**config.mk**
```make
export PLATFORM = sky130hd
export DESIGN_NAME = rau_div
export DESIGN_NICKNAME = d
export VERILOG_FILES = /design/src/sv/rau_pkg.sv /design/src/sv/rau_div.sv
export SDC_FILE = /design/constraint.sdc
export NUM_CORES = 1
export LEC_CHECK = 0
export BUFFER_PORTS_ARGS = -buffer_cell sky130_fd_sc_hd__buf_2
export CORE_UTILIZATION = 55
export CTS_CLUSTER_SIZE = 8
export DETAILED_ROUTE_END_ITERATION = 8
export PLACE_DENSITY = 0.81
export REMOVE_ABC_BUFFERS = 1
export SETUP_SLACK_MARGIN = 0.4
export SLEW_MARGIN = 10
export SYNTH_ARGS = -nofsm -noshare
export SYNTH_HDL_FRONTEND = slang
export SYNTH_SLANG_ARGS = --single-unit
```
**constraint.sdc**
```tcl
create_clock -name i_clk -period 5.3 [get_ports i_clk]
set_input_delay 1.59 -clock i_clk [delete_from_list [all_inputs] [get_ports i_clk]]
set_output_delay 1.59 -clock i_clk [all_outputs]
set_load 0.05 [all_outputs]
```
**src/sv/rau_pkg.sv**
```systemverilog
// shared types and constants for the rational arithmetic unit
`default_nettype none
package rau_pkg;
    localparam int unsigned DefWidth = 32;

    typedef enum logic [2:0] {
        OP_ADD = 3'd0,
        OP_SUB = 3'd1,
        OP_MUL = 3'd2,
        OP_DIV = 3'd3,
        OP_REM = 3'd4,
        OP_CMP = 3'd5
    } t_op;

    localparam logic [1:0] ST_OK   = 2'd0;
    localparam logic [1:0] ST_ZDEN = 2'd1;
    localparam logic [1:0] ST_OVF  = 2'd2;

    localparam logic [1:0] ORD_LT = 2'd0;
    localparam logic [1:0] ORD_EQ = 2'd1;
    localparam logic [1:0] ORD_GT = 2'd2;

    // sequencer states
    typedef enum logic [3:0] {
        S_IDLE, S_MUL0, S_MUL1, S_MUL2, S_SUM,
        S_RDIV, S_PREP, S_GCD, S_QN, S_QD, S_CHK, S_DONE
    } t_state;

    // request to the shared divider
    typedef struct packed {
        logic        start;
        logic [63:0] dvd;
        logic [63:0] dvs;
    } t_div_req;

    // divider response
    typedef struct packed {
        logic        busy;
        logic        done;
        logic [63:0] quo;
        logic [63:0] rem;
    } t_div_rsp;
endpackage
`default_nettype wire

```
**src/sv/rau_div.sv**
```systemverilog
// shared restoring divider, one quotient bit per cycle, unsigned 64 bit
`default_nettype none
module rau_div (
    input  wire logic              i_clk,
    input  wire logic              i_rst_n,
    input  wire rau_pkg::t_div_req i_req,
    output rau_pkg::t_div_rsp      o_rsp
);
    import rau_pkg::*;

    logic [63:0] r_quo, n_quo;
    logic [63:0] r_rem, n_rem;
    logic [63:0] r_dvs, n_dvs;
    logic [6:0]  r_cnt, n_cnt;
    logic        r_busy, n_busy;
    logic        r_done, n_done;
    logic [64:0] w_trial;

    // one shift and subtract step
    always_comb begin
        w_trial = {r_rem, r_quo[63]} - {1'b0, r_dvs};
        n_quo = r_quo;
        n_rem = r_rem;
        n_dvs = r_dvs;
        n_cnt = r_cnt;
        n_busy = r_busy;
        n_done = 1'b0;
        if (i_req.start) begin
            n_quo = i_req.dvd;
            n_rem = '0;
            n_dvs = i_req.dvs;
            n_cnt = 7'd64;
            n_busy = 1'b1;
        end else if (r_busy) begin
            if (w_trial[64]) begin
                n_rem = {r_rem[62:0], r_quo[63]};
                n_quo = {r_quo[62:0], 1'b0};
            end else begin
                n_rem = w_trial[63:0];
                n_quo = {r_quo[62:0], 1'b1};
            end
            n_cnt = r_cnt - 7'd1;
            if (r_cnt == 7'd1) begin
                n_busy = 1'b0;
                n_done = 1'b1;
            end
        end
    end

    always_ff @(posedge i_clk) begin
        if (!i_rst_n) begin
            r_busy <= 1'b0;
            r_done <= 1'b0;
            r_cnt <= '0;
        end else begin
            r_busy <= n_busy;
            r_done <= n_done;
            r_cnt <= n_cnt;
        end
        r_quo <= n_quo;
        r_rem <= n_rem;
        r_dvs <= n_dvs;
    end

    assign o_rsp.busy = r_busy;
    assign o_rsp.done = r_done;
    assign o_rsp.quo  = r_quo;
    assign o_rsp.rem  = r_rem;
endmodule
`default_nettype wire

```
==> results.md <==
| Result | Reported | Unit |
| --- | --- | --- |
| Hold crit path type | reg -> reg | - |
| DRC viols | 0 | - |
| Gr ovfl total | 0 | - |
| Area growth from synthesis to layout | 18.1 | % |
| Vias after detailed routing | 9973 | - |
| Result of the run | completed | - |
| Reported max-cap violation count | 0 | - |
| Post-Synthesis Cell Area | 12000 | um2 |
| Utilization after layout | 66.9 | % |
| Asr flop ratio synth | 0 | % |
| Slew at the pin closest to its max-slew limit | 1150 | ps |
| Leading post-synthesis cells by cell area | edfxtp_1, dfxtp_1, ha_1, mux2_2, mux2i_1 | - |
| Timing endpoint of the critical path | r_rem[57]$_SDFFE_PP0P_ | - |
| Post-Layout Inst Area | 14200 | um2 |
| Starting utilization of the core area | 56.7 | % |
| CTS tree | done | - |
| Share of layout cells above drive strength 1 | 26.0 | % |
| Max Slew Vio Count | 0 | - |
| Number of warnings reported in the yosys synthesis log | 0 | - |
| Crit share post-route | 76.1 | % |
| Final routed wirelength across all metal layers | 31800 | um |
| First-pass GRT wire length | 49100 | um |
| Setup bufs post-CTS | 0 | - |
| CTS Sinks | 201 | - |
| Reg-to-Reg End | r_rem[57]$_SDFFE_PP0P_ | - |
| Most used standard cells in the synthesized netlist | edfxtp_1, nor2_1, inv_1, a21oi_1, nand2_1 | - |
| Number of instances in the synthesized netlist | 1194 | - |
| Layout Nets | 1625 | - |
| Fin Clk Skew | 15.3 | ps |
| Critical setup path kind | reg -> reg | - |
| Startpoint of the worst setup timing path | r_quo[63]$_DFFE_PP_ | - |
| Clock tree root driver cell | clkbuf_16 | - |
| Beginning of the worst register-to-register path | r_quo[63]$_DFFE_PP_ | - |
| Critical path data required time | 5730 | ps |
| Num CTS Buffers | 29 | - |
| CP top delay family | compound AO/OA/AOI/OAI gates | - |
| Number of distinct standard cells referenced by the synthesized netlist | 71 | - |
| Power per standard cell area | 363 | nW/um2 |
| Overall die width | 150 | um |
| Leak Pwr | 6.23 | nW |
| Site Rows | 53 | - |
| CP Data Arrival Time | 4470 | ps |
| Largest net degree at the start of global routing | 98 | - |
| Most common flop cell mapped by yosys | edfxtp_1 | - |
| Delay contributed by the slowest stage of the critical path | 830 | ps |
| Total routing resource utilization after global routing | 27.7 | % |
| Floorplan die area | 22500 | um2 |
| Vertical die dimension | 150 | um |
| CTS Buffer Depth | 3 | - |
| Hold buffer count at CTS | 0 | - |
| Combined buffer and inverter count along the critical path | 1 | - |
| Number of DRC markers after the initial detailed-route iteration | 599 | - |
| Resize count post-CTS | 0 | - |
| Most common cell in the netlist | edfxtp_1 | - |
| Peak Freq | 0.248 | GHz |
| Vias in the first global route | 9584 | - |
| Number of buffers inserted by port buffering | 260 | - |
| Total I/O pin count | 261 | - |
| Crit path cell chain | inv_1 > ha_1 > fa_1 > nor2b_1 > o31ai_1 > a31oi_1 > a31o_2 > o21ai_4 > o2111ai_2 > a21o_2 > and2_4 > o2111ai_1 > a311oi_1 | - |
| Number of routed nets with antenna violations | 0 | - |
| Flop and latch count out of synthesis | 201 | - |
| Area of the core | 21200 | um2 |
| Count of fill cells added during filler insertion | 1714 | - |
| Avg WL per Cell | 18.4 | um |
| Number of setup violations in the final report | 0 | - |
| Top cell type by total area after synthesis | edfxtp_1 | - |
| Rel. slew slack | 23.3 | % |
| Reg2reg setup slack | 1260 | ps |
| Post-synth EDFFs | 128 | - |
| Max Fanout on Critical Path | 63 | - |
| Worst vdd rail ir drop | 0.351 | mV |
| Worst Setup End Kind | register | - |
| Post-place instance area | 13400 | um2 |
| Average cell area after synthesis | 10.1 | um2 |
| Startpoint kind of the worst setup timing path | register | - |
| Clock latency reported for the late side of the worst-skew pair | 550 | ps |
| Final HPWL DP | 23300 | um |
| Final weighted congestion of routability-driven global placement | 0.933 | - |
| Vias per cell | 5.78 | - |
| Detailed Routing Iterations Pass 1 | 5 | - |
| Cell depth of the worst setup path | 13 | - |
| Sequential-to-total area share from yosys stat | 44.1 | % |
| Post-synth top area share | 32.0 | % |
| H-Tree Level Count | 1 | - |
| Depth of the worst register-to-register path | 13 | - |
| Shortest clock period the worst path allows after layout | 4040 | ps |
| Max stage delay cell, worst path | and2_4 | - |
| Clock slew at the register clock pins of the worst setup and hold paths | 50 | ps |
| Number of antenna violations at the first check in global routing | 1 | - |
| RSZ-0062 raised after global routing | no | - |
| Endpoints failing hold | 0 | - |
[state kept, by name, summed over array words and instances (netlist names)]
| register | count |
|---|---|
| r_dvs | 64 |
| r_quo | 64 |
| r_rem | 64 |
| r_cnt | 7 |
| r_busy | 1 |
| r_done | 1 |
[kinds of logic after synthesis]
family | after synthesis | synth area share (%)
fa+ha+maj | 67 | 7.03
mux | 110 | 9.81
flops | 201 | 44.1
simple gates | 294 | 11.4
buf+inv | 154 | 5.79
xor+xnor | 61 | 4.44
compound gates | 307 | 17.4
[area by class of cell]
class	instances	area, um2	share of cell area, %
Antenna cell	1	2.50	0.0176
Tap cell	275	344	2.42
Sequential cell	201	5310	37.4
Timing Repair Buffer	264	1340	9.42
Inverter	92	345	2.43
Clock buffer	51	808	5.69
Multi-Input combinational cell	839	6030	42.4
Clock inverter	2	28.8	0.203
[routing by layer]
| layer | GRT usage (%) | share of wire, % | up-vias |
|---|---|---|---|
| met5 | 0 | 0.025 | - |
| met4 | 9.24 | 3.1 | 2 |
| met3 | 6.65 | 7.4 | 65 |
| met2 | 47.6 | 48 | 372 |
| met1 | 34.0 | 41 | 4678 |
| li1 | - | - | 4856 |
[power by group]
group,switching [W],total [W],internal [W]
Sequential,0.000110,0.00194,0.00183
Clock,0.000692,0.00172,0.00102
Combinational,0.000987,0.00149,0.000507
Total,0.00179,0.00515,0.00336
[layout by cell type (no fill, tap or decap), types with 5 or more instances in the layout]
cell and count:
a211oi_1 62, a21o_1 27, a21oi_1 81, a311oi_1 5, a31oi_1 6, and3_1 13, buf_2 259, clkbuf_1 22
clkbuf_16 29, dfxtp_1 72, edfxtp_1 128, ha_1 66, inv_1 90, mux2_2 63, mux2i_1 47, nand2_1 74
nand3_1 18, nand4_1 21, nor2_1 109, nor2b_1 6, nor3_1 20, nor4_1 5, o21a_1 15, o21ai_0 37
o21ai_1 6, o21bai_1 14, o31ai_1 9, xnor2_1 39, xor2_1 22
[worst reg2reg max path, delay by kind of cell (launching register included)]
kind                       cells  cell delay (ps)
AOI/OAI and AO/OA              8             1850
adders and majority gates      2              630
buffers and inverters          1               60
DFF                            1              380
and+or+nand+nor                2             1000
[how the worst min path moves through the flow]
stage / slack [ps] / endpoint / startpoint / cells past startpoint
6_report: 500 / r_cnt[1]$_SDFFE_PP0P_ / r_cnt[1]$_SDFFE_PP0P_ / 2
5_1_grt: 540 / r_rem[6]$_SDFFE_PP0P_ / r_rem[6]$_SDFFE_PP0P_ / 2
4_1_cts: 510 / r_cnt[1]$_SDFFE_PP0P_ / r_cnt[1]$_SDFFE_PP0P_ / 2
3_5_place_dp: 500 / r_cnt[1]$_SDFFE_PP0P_ / r_cnt[1]$_SDFFE_PP0P_ / 2
3_3_place_gp: 480 / r_cnt[1]$_SDFFE_PP0P_ / r_cnt[1]$_SDFFE_PP0P_ / 2
2_1_floorplan: 470 / r_cnt[1]$_SDFFE_PP0P_ / r_cnt[1]$_SDFFE_PP0P_ / 2
[metrics by stage]
step | instances | hold WS (ps) | setup WS (ps) | TNS [ps] | power [W]
final | 1725 | 502 | 1260 | 0 | 0.00515
after floorplan | 1132 | 469 | -510 | -32610 | 0.00306
after CTS | 1724 | 506 | 1270 | 0 | 0.00517
after global routing | 1724 | 545 | 941 | 0 | 0.00537
after detailed placement | 1671 | 503 | 1280 | 0 | 0.00345
after global placement | 1671 | 482 | 1420 | 0 | 0.00342
No activity file was read; power rests on OpenSTA's default activity.
